$ cat config.mk
export PLATFORM = sky130hd
export DESIGN_NAME = telemetry_command_frame_parser
export DESIGN_NICKNAME = d
export VERILOG_FILES = /design/src/rtl/tcfp_pkg.sv /design/src/rtl/tcfp_word_store.sv /design/src/rtl/tcfp_parser.sv /design/src/rtl/tcfp_emitter.sv /design/src/rtl/telemetry_command_frame_parser.sv
export SDC_FILE = /design/constraint.sdc
export NUM_CORES = 1
export LEC_CHECK = 0
export BUFFER_PORTS_ARGS = -buffer_cell sky130_fd_sc_hd__clkbuf_2
export CAP_MARGIN = 20
export CORE_AREA = 4 4 186 188
export DETAILED_ROUTE_END_ITERATION = 6
export DIE_AREA = 0 0 190 192
export PLACE_DENSITY = 0.72
export SYNTH_ARGS = -nofsm -noshare
export SYNTH_HDL_FRONTEND = slang
export SYNTH_SLANG_ARGS = --single-unit
$ cat constraint.sdc
create_clock -name clk_i -period 5.8 [get_ports clk_i]
set_input_delay 0 -clock clk_i [delete_from_list [all_inputs] [get_ports clk_i]]
set_output_delay 0 -clock clk_i [all_outputs]
set_load 0.05 [all_outputs]
$ cat src/rtl/tcfp_pkg.sv
// ----------------------------------------------------------------------------
// tcfp_pkg
// Shared constants and types of the telemetry command frame parser.
// ----------------------------------------------------------------------------
package tcfp_pkg;

  // Number of 16-bit payload words in a gain frame.
  localparam int unsigned MaxWords      = 24;
  localparam int unsigned SetpointWords = 10;
  localparam int unsigned SetpointEmit  = 4;
  localparam int unsigned PayloadStart  = 4;

  localparam int unsigned ByteW  = 8;
  localparam int unsigned WordW  = 16;
  localparam int unsigned IndexW = 5;
  localparam int unsigned AddrW  = $clog2(MaxWords);
  localparam int unsigned PosW   = $clog2(2 * MaxWords + PayloadStart + 1);

  localparam logic [ByteW-1:0] Hdr0       = 8'hAA;
  localparam logic [ByteW-1:0] Hdr1       = 8'hAF;
  localparam logic [ByteW-1:0] FnGain     = 8'h10;
  localparam logic [ByteW-1:0] FnSetpoint = 8'h03;

  localparam logic [PosW-1:0] PosHdr0   = PosW'(0);
  localparam logic [PosW-1:0] PosHdr1   = PosW'(1);
  localparam logic [PosW-1:0] PosFunc   = PosW'(2);
  localparam logic [PosW-1:0] PosLength = PosW'(3);
  localparam logic [PosW-1:0] PosPay    = PosW'(PayloadStart);

  localparam logic [PosW-1:0] GainBytes     = PosW'(2 * MaxWords);
  localparam logic [PosW-1:0] SetpointBytes = PosW'(2 * SetpointWords);

  localparam logic KindGain     = 1'b0;
  localparam logic KindSetpoint = 1'b1;

  // Word store write port.
  typedef struct packed {
    logic             en;
    logic [AddrW-1:0] addr;
    logic [WordW-1:0] data;
  } tcfp_wr_t;

  // Request for a run of results, raised by the checksum byte.
  typedef struct packed {
    logic start;
    logic err;
    logic kind;
  } tcfp_run_t;

endpackage

$ cat src/rtl/tcfp_word_store.sv
// ----------------------------------------------------------------------------
// tcfp_word_store
// Flip-flop store of the payload words of the current frame.
// ----------------------------------------------------------------------------
module tcfp_word_store (
  input  logic                                clk_i,
  input  tcfp_pkg::tcfp_wr_t                  wr_i,
  input  logic [tcfp_pkg::AddrW-1:0]          rd_addr_i,
  output logic [tcfp_pkg::WordW-1:0]          rd_data_o
);

  logic [tcfp_pkg::WordW-1:0] mem_q [tcfp_pkg::MaxWords];

  always_ff @(posedge clk_i) begin
    if (wr_i.en) begin
      mem_q[wr_i.addr] <= wr_i.data;
    end
  end

  assign rd_data_o = mem_q[rd_addr_i];

endmodule

$ cat src/rtl/tcfp_parser.sv
// ----------------------------------------------------------------------------
// tcfp_parser
// Per-byte frame parser: header check, function decode, word gathering and
// checksum compare.
// ----------------------------------------------------------------------------
module tcfp_parser (
  input  logic                           clk_i,
  input  logic                           rst_ni,
  input  logic                           accept_i,
  input  logic [tcfp_pkg::ByteW-1:0]     rx_byte_i,
  input  logic                           frame_start_i,
  output tcfp_pkg::tcfp_wr_t             wr_o,
  output tcfp_pkg::tcfp_run_t            run_o
);

  localparam int unsigned PW = tcfp_pkg::PosW;
  localparam int unsigned AW = tcfp_pkg::AddrW;

  logic                       in_frame_q, in_frame_d, in_frame_v;
  logic [PW-1:0]              pos_q, pos_d, pos_v;
  logic                       kind_q, kind_d;
  logic [tcfp_pkg::ByteW-1:0] sum_q, sum_d, sum_v;
  logic [tcfp_pkg::ByteW-1:0] low_q, low_d, low_v;
  logic [PW-1:0]              off;
  logic [PW-1:0]              pay_bytes;

  assign pay_bytes = (kind_q == tcfp_pkg::KindSetpoint) ? tcfp_pkg::SetpointBytes
                                                         : tcfp_pkg::GainBytes;

  always_comb begin
    in_frame_v = in_frame_q;
    pos_v      = pos_q;
    sum_v      = sum_q;
    low_v      = low_q;
    kind_d     = kind_q;
    off        = pos_q - tcfp_pkg::PosPay;
    wr_o       = '0;
    run_o      = '0;

    if (accept_i) begin
      // A frame start restarts parsing, dropping any frame in progress.
      if (frame_start_i) begin
        in_frame_v = 1'b1;
        pos_v      = '0;
        sum_v      = '0;
        low_v      = '0;
      end
      off = pos_v - tcfp_pkg::PosPay;

      if (in_frame_v) begin
        case (pos_v)
          tcfp_pkg::PosHdr0: begin
            if (rx_byte_i != tcfp_pkg::Hdr0) in_frame_v = 1'b0;
          end
          tcfp_pkg::PosHdr1: begin
            if (rx_byte_i != tcfp_pkg::Hdr1) in_frame_v = 1'b0;
          end
          tcfp_pkg::PosFunc: begin
            if (rx_byte_i == tcfp_pkg::FnGain) begin
              kind_d = tcfp_pkg::KindGain;
            end else if (rx_byte_i == tcfp_pkg::FnSetpoint) begin
              kind_d = tcfp_pkg::KindSetpoint;
            end else begin
              in_frame_v = 1'b0;
            end
          end
          tcfp_pkg::PosLength: begin
            // The length byte carries nothing the parser needs.
          end
          default: begin
            if (off < pay_bytes) begin
              sum_v = sum_v + rx_byte_i;
              if (!off[0]) begin
                low_v = rx_byte_i;
              end else begin
                wr_o.en   = 1'b1;
                wr_o.addr = off[AW:1];
                wr_o.data = {rx_byte_i, low_v};
              end
            end else begin
              run_o.start = 1'b1;
              run_o.err   = (rx_byte_i != sum_v);
              run_o.kind  = kind_q;
              in_frame_v  = 1'b0;
            end
          end
        endcase

        if (in_frame_v) pos_v = pos_v + PW'(1);
      end
    end

    in_frame_d = in_frame_v;
    pos_d      = pos_v;
    sum_d      = sum_v;
    low_d      = low_v;
  end

  always_ff @(posedge clk_i or negedge rst_ni) begin
    if (!rst_ni) begin
      in_frame_q <= 1'b0;
      pos_q      <= '0;
      kind_q     <= 1'b0;
      sum_q      <= '0;
      low_q      <= '0;
    end else begin
      in_frame_q <= in_frame_d;
      pos_q      <= pos_d;
      kind_q     <= kind_d;
      sum_q      <= sum_d;
      low_q      <= low_d;
    end
  end

endmodule

$ cat src/rtl/tcfp_emitter.sv
// ----------------------------------------------------------------------------
// tcfp_emitter
// Walks the word store for a committed frame and drives the result register.
// ----------------------------------------------------------------------------
module tcfp_emitter (
  input  logic                           clk_i,
  input  logic                           rst_ni,
  input  tcfp_pkg::tcfp_run_t            run_i,
  output logic [tcfp_pkg::AddrW-1:0]     rd_addr_o,
  input  logic [tcfp_pkg::WordW-1:0]     rd_data_i,
  output logic                           busy_o,
  output logic                           out_valid_o,
  input  logic                           out_ready_i,
  output logic                           status_o,
  output logic                           frame_kind_o,
  output logic [tcfp_pkg::IndexW-1:0]    word_index_o,
  output logic [tcfp_pkg::WordW-1:0]     word_value_o,
  output logic                           last_o
);

  localparam int unsigned AW = tcfp_pkg::AddrW;
  localparam int unsigned IW = tcfp_pkg::IndexW;

  logic          active_q, active_d;
  logic          err_q, err_d;
  logic          kind_q, kind_d;
  logic [AW-1:0] idx_q, idx_d;
  logic [AW-1:0] last_idx_q, last_idx_d;
  logic          load;
  logic          is_last;

  logic                       out_valid_q, out_valid_d;
  logic                       status_q, status_d;
  logic                       okind_q, okind_d;
  logic [IW-1:0]              oidx_q, oidx_d;
  logic [tcfp_pkg::WordW-1:0] oval_q, oval_d;
  logic                       olast_q, olast_d;

  // A result enters the output register whenever that register is free or draining.
  assign load    = active_q && (!out_valid_q || out_ready_i);
  assign is_last = (idx_q == last_idx_q);

  always_comb begin
    active_d    = active_q;
    err_d       = err_q;
    kind_d      = kind_q;
    idx_d       = idx_q;
    last_idx_d  = last_idx_q;
    out_valid_d = out_valid_q;
    status_d    = status_q;
    okind_d     = okind_q;
    oidx_d      = oidx_q;
    oval_d      = oval_q;
    olast_d     = olast_q;

    if (out_ready_i) out_valid_d = 1'b0;

    if (load) begin
      out_valid_d = 1'b1;
      status_d    = err_q;
      okind_d     = kind_q;
      oidx_d      = IW'(idx_q);
      oval_d      = err_q ? '0 : rd_data_i;
      olast_d     = is_last;
      if (is_last) active_d = 1'b0;
      else         idx_d    = idx_q + AW'(1);
    end

    if (run_i.start) begin
      active_d = 1'b1;
      err_d    = run_i.err;
      kind_d   = run_i.kind;
      idx_d    = '0;
      if (run_i.err) begin
        last_idx_d = '0;
      end else if (run_i.kind == tcfp_pkg::KindSetpoint) begin
        last_idx_d = AW'(tcfp_pkg::SetpointEmit - 1);
      end else begin
        last_idx_d = AW'(tcfp_pkg::MaxWords - 1);
      end
    end
  end

  always_ff @(posedge clk_i or negedge rst_ni) begin
    if (!rst_ni) begin
      active_q    <= 1'b0;
      out_valid_q <= 1'b0;
    end else begin
      active_q    <= active_d;
      out_valid_q <= out_valid_d;
    end
  end

  always_ff @(posedge clk_i) begin
    err_q      <= err_d;
    kind_q     <= kind_d;
    idx_q      <= idx_d;
    last_idx_q <= last_idx_d;
    status_q   <= status_d;
    okind_q    <= okind_d;
    oidx_q     <= oidx_d;
    oval_q     <= oval_d;
    olast_q    <= olast_d;
  end

  assign rd_addr_o    = idx_q;
  assign busy_o       = active_q;
  assign out_valid_o  = out_valid_q;
  assign status_o     = status_q;
  assign frame_kind_o = okind_q;
  assign word_index_o = oidx_q;
  assign word_value_o = oval_q;
  assign last_o       = olast_q;

endmodule

$ cat src/rtl/telemetry_command_frame_parser.sv
// ----------------------------------------------------------------------------
// telemetry_command_frame_parser
// Parses gain and setpoint command frames with an additive checksum and
// emits the committed payload words, or one error result on a mismatch.
// ----------------------------------------------------------------------------
// One byte item is taken per cycle unless the input stalls; the parse state
// updates in that cycle. The checksum byte sets the emitter's registered active
// flag, then the first result enters the output register, then one result per
// cycle while the output is ready: 24 for a gain frame, 4 for a setpoint frame, 1
// on error. The input stalls until the last result enters the output register.
// Reset (rst_ni low, asynchronous) clears the parse and output control state.
module telemetry_command_frame_parser (
  input  logic        clk_i,
  input  logic        rst_ni,
  input  logic        s_axis_tvalid_i,
  output logic        s_axis_tready_o,
  input  logic [7:0]  s_axis_tdata_i,   // [7:0] rx_byte
  input  logic        s_axis_tuser_i,   // [0] frame_start
  output logic        m_axis_tvalid_o,
  input  logic        m_axis_tready_i,
  output logic [23:0] m_axis_tdata_o,   // [4:0] word_index, [20:5] word_value, zero fill
  output logic [1:0]  m_axis_tuser_o,   // [0] status, [1] frame_kind
  output logic        m_axis_tlast_o
);

  tcfp_pkg::tcfp_wr_t           wr;
  tcfp_pkg::tcfp_run_t          run_req;
  logic                         accept;
  logic                         busy;
  logic [tcfp_pkg::AddrW-1:0]   rd_addr;
  logic [tcfp_pkg::WordW-1:0]   rd_data;
  logic [tcfp_pkg::IndexW-1:0]  word_index;
  logic [tcfp_pkg::WordW-1:0]   word_value;
  logic                         status;
  logic                         frame_kind;

  // The store must not change while a committed run is read out.
  assign s_axis_tready_o = !busy;
  assign accept          = s_axis_tvalid_i && s_axis_tready_o;

  tcfp_parser u_parser (
    .clk_i         (clk_i),
    .rst_ni        (rst_ni),
    .accept_i      (accept),
    .rx_byte_i     (s_axis_tdata_i),
    .frame_start_i (s_axis_tuser_i),
    .wr_o          (wr),
    .run_o         (run_req)
  );

  tcfp_word_store u_store (
    .clk_i     (clk_i),
    .wr_i      (wr),
    .rd_addr_i (rd_addr),
    .rd_data_o (rd_data)
  );

  tcfp_emitter u_emitter (
    .clk_i        (clk_i),
    .rst_ni       (rst_ni),
    .run_i        (run_req),
    .rd_addr_o    (rd_addr),
    .rd_data_i    (rd_data),
    .busy_o       (busy),
    .out_valid_o  (m_axis_tvalid_o),
    .out_ready_i  (m_axis_tready_i),
    .status_o     (status),
    .frame_kind_o (frame_kind),
    .word_index_o (word_index),
    .word_value_o (word_value),
    .last_o       (m_axis_tlast_o)
  );

  assign m_axis_tdata_o = {3'b000, word_value, word_index};
  assign m_axis_tuser_o = {frame_kind, status};

`ifndef SYNTH
  a_error_result_shape: assert property (@(posedge clk_i) disable iff (!rst_ni)
    (m_axis_tvalid_o && status) |-> (m_axis_tlast_o && word_index == '0 && word_value == '0))
    else $error("error result carries a word or is not last");

  a_setpoint_index_range: assert property (@(posedge clk_i) disable iff (!rst_ni)
    (m_axis_tvalid_o && !status && frame_kind == tcfp_pkg::KindSetpoint)
      |-> (word_index < tcfp_pkg::IndexW'(tcfp_pkg::SetpointEmit)))
    else $error("setpoint result beyond committed words");

  a_run_start_idle: assert property (@(posedge clk_i) disable iff (!rst_ni)
    run_req.start |-> !busy)
    else $error("new run requested while a run is being emitted");

  a_no_write_during_run: assert property (@(posedge clk_i) disable iff (!rst_ni)
    busy |-> !wr.en)
    else $error("word store written during a run");
`endif

endmodule
==> results of run 1 <==
area by class of cell:
type | count | share of cell area [%]
diodes | 1 | 0.0124
clock buffers | 56 | 5.66
flip-flops and latches | 443 | 64.9
clock inverters | 21 | 0.878
multi-input cells | 414 | 22.8
inverters | 16 | 0.297
well taps | 448 | 2.77
repair buffers | 75 | 2.72
through the flow:
stage / area [um^2] / utilization (%) / power [mW]
after floorplan: 18000 / - / 4.83
after global placement: 18700 / 56.6 / 5.15
after detailed placement: 18700 / 56.6 / 5.16
after CTS: 20200 / 60.9 / 7.80
after global routing: 20200 / 61.1 / 8.05
final: 20200 / 61.1 / 7.73
cells by family (layout without fill, tap and decap cells):
family	count (synthesis)	in the layout	share of synthesized area (%)
other	1	4	0.0209
multiplexers	128	128	14.9
flip-flops	443	443	73.1
XOR/XNOR	15	15	0.774
buffers and inverters	63	168	1.55
AO/OA/AOI/OAI	86	86	3.74
AND/OR/NAND/NOR	165	165	4.63
adder cells (fa/ha/maj)	17	17	1.23
state kept, by name (all words and copies together), names as in the netlist:
register	flops
u_emitter.status_o	1
u_emitter.kind_q	1
u_emitter.word_value_o	16
u_emitter.busy_o	1
u_emitter.out_valid_o	1
u_parser.in_frame_q	1
u_emitter.frame_kind_o	1
u_emitter.err_q	1
u_emitter.word_index_o	5
u_parser.kind_q	1
u_store.mem_q	384
u_parser.sum_q	8
u_parser.low_q	8
u_parser.pos_q	6
u_emitter.rd_addr_o	5
u_emitter.last_idx_q	2
u_emitter.last_o	1
per-layer routing:
layer	up-vias	wire length (um)
li1	3896	-
met1	4727	16200
met2	369	18900
met3	58	3540
met4	2	698
met5	-	13
power by group through the flow:
stage	combinational [mW]	clock, mW	sequential (mW)
final	1.40	2.64	3.69
after global routing	1.50	2.85	3.70
after CTS	1.39	2.69	3.71
after detailed placement	1.38	0	3.77
after global placement	1.38	0	3.77
after floorplan	0.951	0	3.88
cell usage in the layout, fill, tap and decap left out, types with 3 or more instances in the layout:
cell type        n
a211oi_1        18
a21oi_1          8
a22o_1           5
a32oi_1          8
and2_1          17
buf_4           21
buf_8            3
clkbuf_1        12
clkbuf_16       44
clkbuf_2        38
clkinv_1         9
clkinv_2         6
conb_1           3
dfrtp_1         26
dlygate4sd3_1   11
edfxtp_1       412
ha_1            16
inv_1           16
mux2i_1         16
mux4_2         112
nand2_1         30
nand2b_1         6
nand3_1         15
nand4_1          4
nor2_1          30
nor2_2          24
nor2b_1         13
nor3_1           7
o2111ai_1        3
o211ai_1         4
o21a_1           3
o21ai_0         16
or4_1            3
xnor2_1         12
repair_timing:
item	4_1_cts	5_1_grt
endpoints found under the hold margin	39	0
hold buffers	11	0
buffers inserted	0	0
worst max path at each step:
stage                            from               endpoint  cells after the start
finish              u_parser.pos_q[4]   u_store.mem_q[0][11]                      7
global route        u_parser.pos_q[0]    u_store.mem_q[8][8]                      8
CTS                 u_parser.pos_q[4]   u_store.mem_q[0][11]                      7
detailed placement     s_axis_tuser_i   u_store.mem_q[0][10]                     10
global placement       s_axis_tuser_i  u_store.mem_q[12][15]                     10
floorplan           u_parser.pos_q[4]   u_store.mem_q[16][0]                      8
synthesized netlist by cell type, types with 3 or more instances:
| cell | number | area share, % |
|---|---|---|
| o2111ai_1 | 3 | 0.15 |
| nor2b_1 | 13 | 0.45 |
| xnor2_1 | 12 | 0.59 |
| o21a_1 | 3 | 0.13 |
| edfxtp_1 | 412 | 69 |
| and2_1 | 17 | 0.59 |
| mux2i_1 | 16 | 0.89 |
| inv_1 | 16 | 0.33 |
| a22o_1 | 5 | 0.24 |
| o21ai_0 | 16 | 0.45 |
| mux4_2 | 112 | 14 |
| dfxtp_1 | 5 | 0.56 |
| a211oi_1 | 18 | 0.75 |
| dfrtp_1 | 26 | 3.6 |
| o211ai_1 | 4 | 0.17 |
| buf_4 | 5 | 0.21 |
| nand3_1 | 15 | 0.42 |
| nor2_1 | 50 | 1.0 |
| nor3_1 | 8 | 0.22 |
| a21oi_1 | 8 | 0.22 |
| buf_1 | 7 | 0.15 |
| clkbuf_1 | 16 | 0.33 |
| nand4_1 | 4 | 0.14 |
| nand2b_1 | 6 | 0.21 |
| buf_2 | 19 | 0.53 |
| or4_1 | 3 | 0.13 |
| nand2_1 | 30 | 0.63 |
| nor2_2 | 4 | 0.14 |
| ha_1 | 16 | 1.1 |
| a32oi_1 | 8 | 0.39 |
==> run summary, run 1 <==
- **kind of launch point of the worst setup path** flip-flop
- **number of global-route vias before repair** 9105
- **WP data arrival** 4460 ps
- **worst rel slew slack** 19.0%
- **number of sinks on the clock net** 443
- **Initial Util** 54.2%
- **pin count of the biggest net entering global routing** 96
- **met3 Track Usage GR** 4.78%
- **fill cell total of the finished layout** 2293
- **clock skew after layout** 16.6 ps
- **final hold slack** 47.6 ps
- **post-CTS sizing** 0
- **cell total after placement** 1381
- **static leakage power** 7.34 nW
- **number of setup violations in the final report** 0
- **share of the yosys chip area belonging to registers** 73.1%
- **wire length of the first global-routing pass** 59600 um
- **primary flip-flop cell chosen by synthesis mapping** edfxtp_1
- **initial drt markers** 1008
- **Gate power share** 18.1%
- **share of synthesized registers carrying an async set or reset** 5.87%
- **overall die width** 190 um
- **final cell count without fillers** 1474
- **deepest level of the CTS H-tree** 2
- **global-route congestion overflow total** 0
- **Remaining DRCs** 0
- **part of the total power dissipated in the clock network** 34.2%
- **CP Capture Type** flip-flop
- **number of buffers created by CTS** 44
- **Flop pwr share** 47.7%
- **FF+latch area** 13100 um^2
- **number of antenna violations at the first check in global routing** 3
- **Critical R2R Launch** u_parser.pos_q[4]
- **reg-to-reg endpoint** u_store.mem_q[0][11]
- **floorplan row count** 67
- **Crit path max-delay family** simple AND/OR/NAND/NOR gates
- **Max VDD drop** 0.000407 V
- **final hold viol count** 0
- **number of flops mapped to enable cells by yosys** 412
- **required time of the critical path** 5970 ps
- **root buf cell** clkbuf_16
- **r2r worst-path depth** 7
- **R2R Setup Slk** 1510 ps
- **multi-input logic area** 4620 um^2
- **maximum clock path buffer count** 3
- **ratio of cells with drive above 1 in the final layout** 26.3%
- **register bit count reported by yosys** 443
- **GR met2 Demand/Resource** 34.9%
- **min-delay worst type** primary input to async pin
- **pins over their slew limit** 0
- **Antenna Nets Post-Route** 0
- **share of the cycle needed by the critical path after routing** 74.0%
- **areal power density over the cells** 382 nW/um^2
- **setup TNS** 0 ps
- **mean cell area of the mapped netlist** 19.6 um^2
- **M1 GR Usage** 33.0%
- **Top Usage Layer GRT** met2
- **count of vias placed by the detailed router** 9052
- **Syn. warnings** 0
- **number of distinct library cell variants in the gate-level netlist after synthesis** 62
- **pin slew with the least headroom to its limit** 1210 ps
- **power spent charging and discharging nets** 2.12 mW
- **Final HPWL DP** 24300 um
- **count of maximum capacitance violations** 0
- **maximum frequency from static timing analysis** 233 MHz
- **Syn-to-layout area delta** 12.8%
- **wire per inst** 26.7 um
- **clock latency reported for the late side of the worst-skew pair** 550 ps
- **internal power component** 5.61 mW
- **post-DR vias/cell** 6.14
- **Final Worst Setup Slack** 1510 ps
- **path type of the worst setup path** flip-flop to flip-flop
- **setup slack at placement** 1470 ps
- **highest net fanout along the worst path** 16
- **core region area** 33100 um^2
- **wire length reported by the detailed router** 39300 um
- **area of the die** 36500 um^2
- **post-synth design cell area** 17900 um^2
- **unrepaired setup endpoints after global routing** no
- **clock edge transition at the registers on the reported setup and hold paths** 60 ps
- **Min Clock Period, post-route** 4290 ps
- **CTS tree** done
- **aggregate global-route resource usage** 22.3%
- **cell type of the slowest stage on the worst timing path** nor2_2
- **outcome** finished, final reports clean
- **total buffers and inverters traversed by the critical path** 0
- **Switching Fraction** 27.5%
- **height of the die** 192 um
- **Synth Instances** 918
- **ordered list of cells on the worst path** or4_1 > nand3_1 > ha_1 > and2_4 > a2111oi_4 > o211ai_1 > nor2_2
- **final RePlAce weighted congestion** 0.871
- **biggest cell delay along the critical path** 920 ps
- **detailed-routing iteration count for the pre-antenna-repair pass** 5
- **num ports** 42
- **number of nets in the final layout** 1024
- **number of port buffers** 38
(Power assumes the default switching activity.)
==> inputs of run 2 (changes only) <==
==> constraint.sdc (replaced) <==
create_clock -name clk_i -period 4.5 [get_ports clk_i]
set_input_delay 0 -clock clk_i [delete_from_list [all_inputs] [get_ports clk_i]]
set_output_delay 0 -clock clk_i [all_outputs]
set_load 0.05 [all_outputs]
==> run summary, run 2 (same netlist as run 1, synthesis figures left out) <==
- **outcome** finished, final reports clean
- **WP data arrival** 4100 ps
- **path type of the worst setup path** flip-flop to flip-flop
- **share of the cycle needed by the critical path after routing** 85.8%
- **clock skew after layout** 14.7 ps
- **Largest register FFs** 384
- **number of buffers created by CTS** 44
- **ratio of cells with drive above 1 in the final layout** 28.4%
- **wire length reported by the detailed router** 37200 um
- **number of sinks on the clock net** 443
- **Final Worst Setup Slack** 641 ps
- **global-route congestion overflow total** 0
- **clock edge transition at the registers on the reported setup and hold paths** 60 ps
- **final hold viol count** 0
- **core region area** 33100 um^2
- **most common cell after layout, fill and taps aside** edfxtp_1
- **Min Clock Period, post-route** 3860 ps
- **buffers inserted during post-CTS setup optimization** 0
- **deepest level of the CTS H-tree** 2
- **detailed-routing iteration count for the pre-antenna-repair pass** 5
- **required time of the critical path** 4740 ps
- **ordered list of cells on the worst path** or4_1 > nand3_1 > ha_1 > and2_4 > a2111oi_4 > nand4_1 > nor2_2 > buf_4
- **total buffers and inverters traversed by the critical path** 1
- **unrepaired setup endpoints after global routing** no
- **cell type of the slowest stage on the worst timing path** a2111oi_4
- **overall die width** 190 um
- **static leakage power** 7.47 nW
- **count of maximum capacitance violations** 0
- **num ports** 42
- **root buf cell** clkbuf_16
- **number of port buffers** 38
- **height of the die** 192 um
- **Initial Util** 54.2%
- **Antenna Nets Post-Route** 0
- **number of nets in the final layout** 1048
- **min-delay worst type** primary input to async pin
- **wire per inst** 24.9 um
- **maximum clock path buffer count** 3
- **diode count** 0
- **aggregate global-route resource usage** 21.3%
- **floorplan row count** 67
- **worst rel slew slack** 19.4%
- **kind of launch point of the worst setup path** flip-flop
- **area of the die** 36500 um^2
- **Top reg by flops** u_store.mem_q
- **Max VDD drop** 0.000356 V
- **highest net fanout along the worst path** 14
- **clock latency reported for the late side of the worst-skew pair** 550 ps
- **Syn-to-layout area delta** 13.7%
- **Crit path max-delay family** simple AND/OR/NAND/NOR gates
- **count of vias placed by the detailed router** 8981
- **number of setup violations in the final report** 0
- **maximum frequency from static timing analysis** 259 MHz
- **CTS tree** done
- **final RePlAce weighted congestion** 0.855
- **pins over their slew limit** 0
- **wire length of the first global-routing pass** 58100 um
- **pin slew with the least headroom to its limit** 1210 ps
- **biggest cell delay along the critical path** 710 ps
- **pin count of the biggest net entering global routing** 52
- **number of global-route vias before repair** 9216
- **initial drt markers** 845
- **areal power density over the cells** 489 nW/um^2
- **Remaining DRCs** 0
- **setup slack at placement** 627 ps
- **post-DR vias/cell** 6.01
- **Final HPWL DP** 23100 um
- **number of antenna violations at the first check in global routing** 0
- **post-CTS sizing** 0
- **setup TNS** 0 ps
- **CP Capture Type** flip-flop
- **hold bufs inserted after CTS** 12
- **commonest non-fill, non-tap cells in the layout** 412 x edfxtp_1, 112 x mux4_2, 48 x buf_4
==> run 2: where the power goes <==
group	internal [mW]	switching (mW)	total, mW
clock	1.98	1.50	3.47
combinational	0.660	0.889	1.55
sequential	4.62	0.342	4.96
==> run 2: path summary, 6_finish.rpt <==
check | startpoint | end | slack, ps | depth (start not counted)
max | u_parser.pos_q[4] | u_store.mem_q[9][1] | 640 | 8
min | rst_ni | u_parser.low_q[7] | 10 | 2
max reg2reg | u_parser.pos_q[4] | u_store.mem_q[9][1] | 640 | 8
min reg2reg | u_emitter.kind_q | u_emitter.frame_kind_o | 420 | 0
max in group asynchronous | rst_ni | u_parser.low_q[3] | 4050 | 2
min in group clk_i | m_axis_tready_i | u_emitter.out_valid_o | 340 | 4
==> run 2: metal layers <==
layer	vias to the layer above	wire, um	part of all wire [%]	global-route usage, %
met5	-	0	0	0
met1	4663	15200	41	30.0
met2	331	18800	50	35.4
met3	48	2450	6.6	3.31
met4	0	802	2.2	5.65
li1	3939	-	-	-
==> run 2: area by class of cell <==
| class | count | area, um^2 |
|---|---|---|
| well taps | 448 | 561 |
| inverters | 16 | 60.1 |
| clock buffers | 53 | 1130 |
| clock inverters | 22 | 218 |
| fillers | 2271 | 12700 |
| repair buffers | 99 | 691 |
| flip-flops and latches | 443 | 13100 |
| multi-input cells | 414 | 4610 |
==> run 2: per-stage QoR <==
| stage | instance area (um^2) | hold slack, ps | util [%] | cells | total power, mW |
|---|---|---|---|---|---|
| after CTS | 20400 | 19.9 | 61.6 | 1495 | 10.1 |
| after global placement | 18900 | 59.1 | 57.2 | 1408 | 6.62 |
| after detailed placement | 18900 | 67.8 | 57.2 | 1408 | 6.63 |
| after floorplan | 18000 | -296 | - | 920 | 6.20 |
| after global routing | 20400 | 71.6 | 61.6 | 1495 | 10.4 |
| final | 20400 | 13.8 | 61.6 | 1495 | 9.99 |
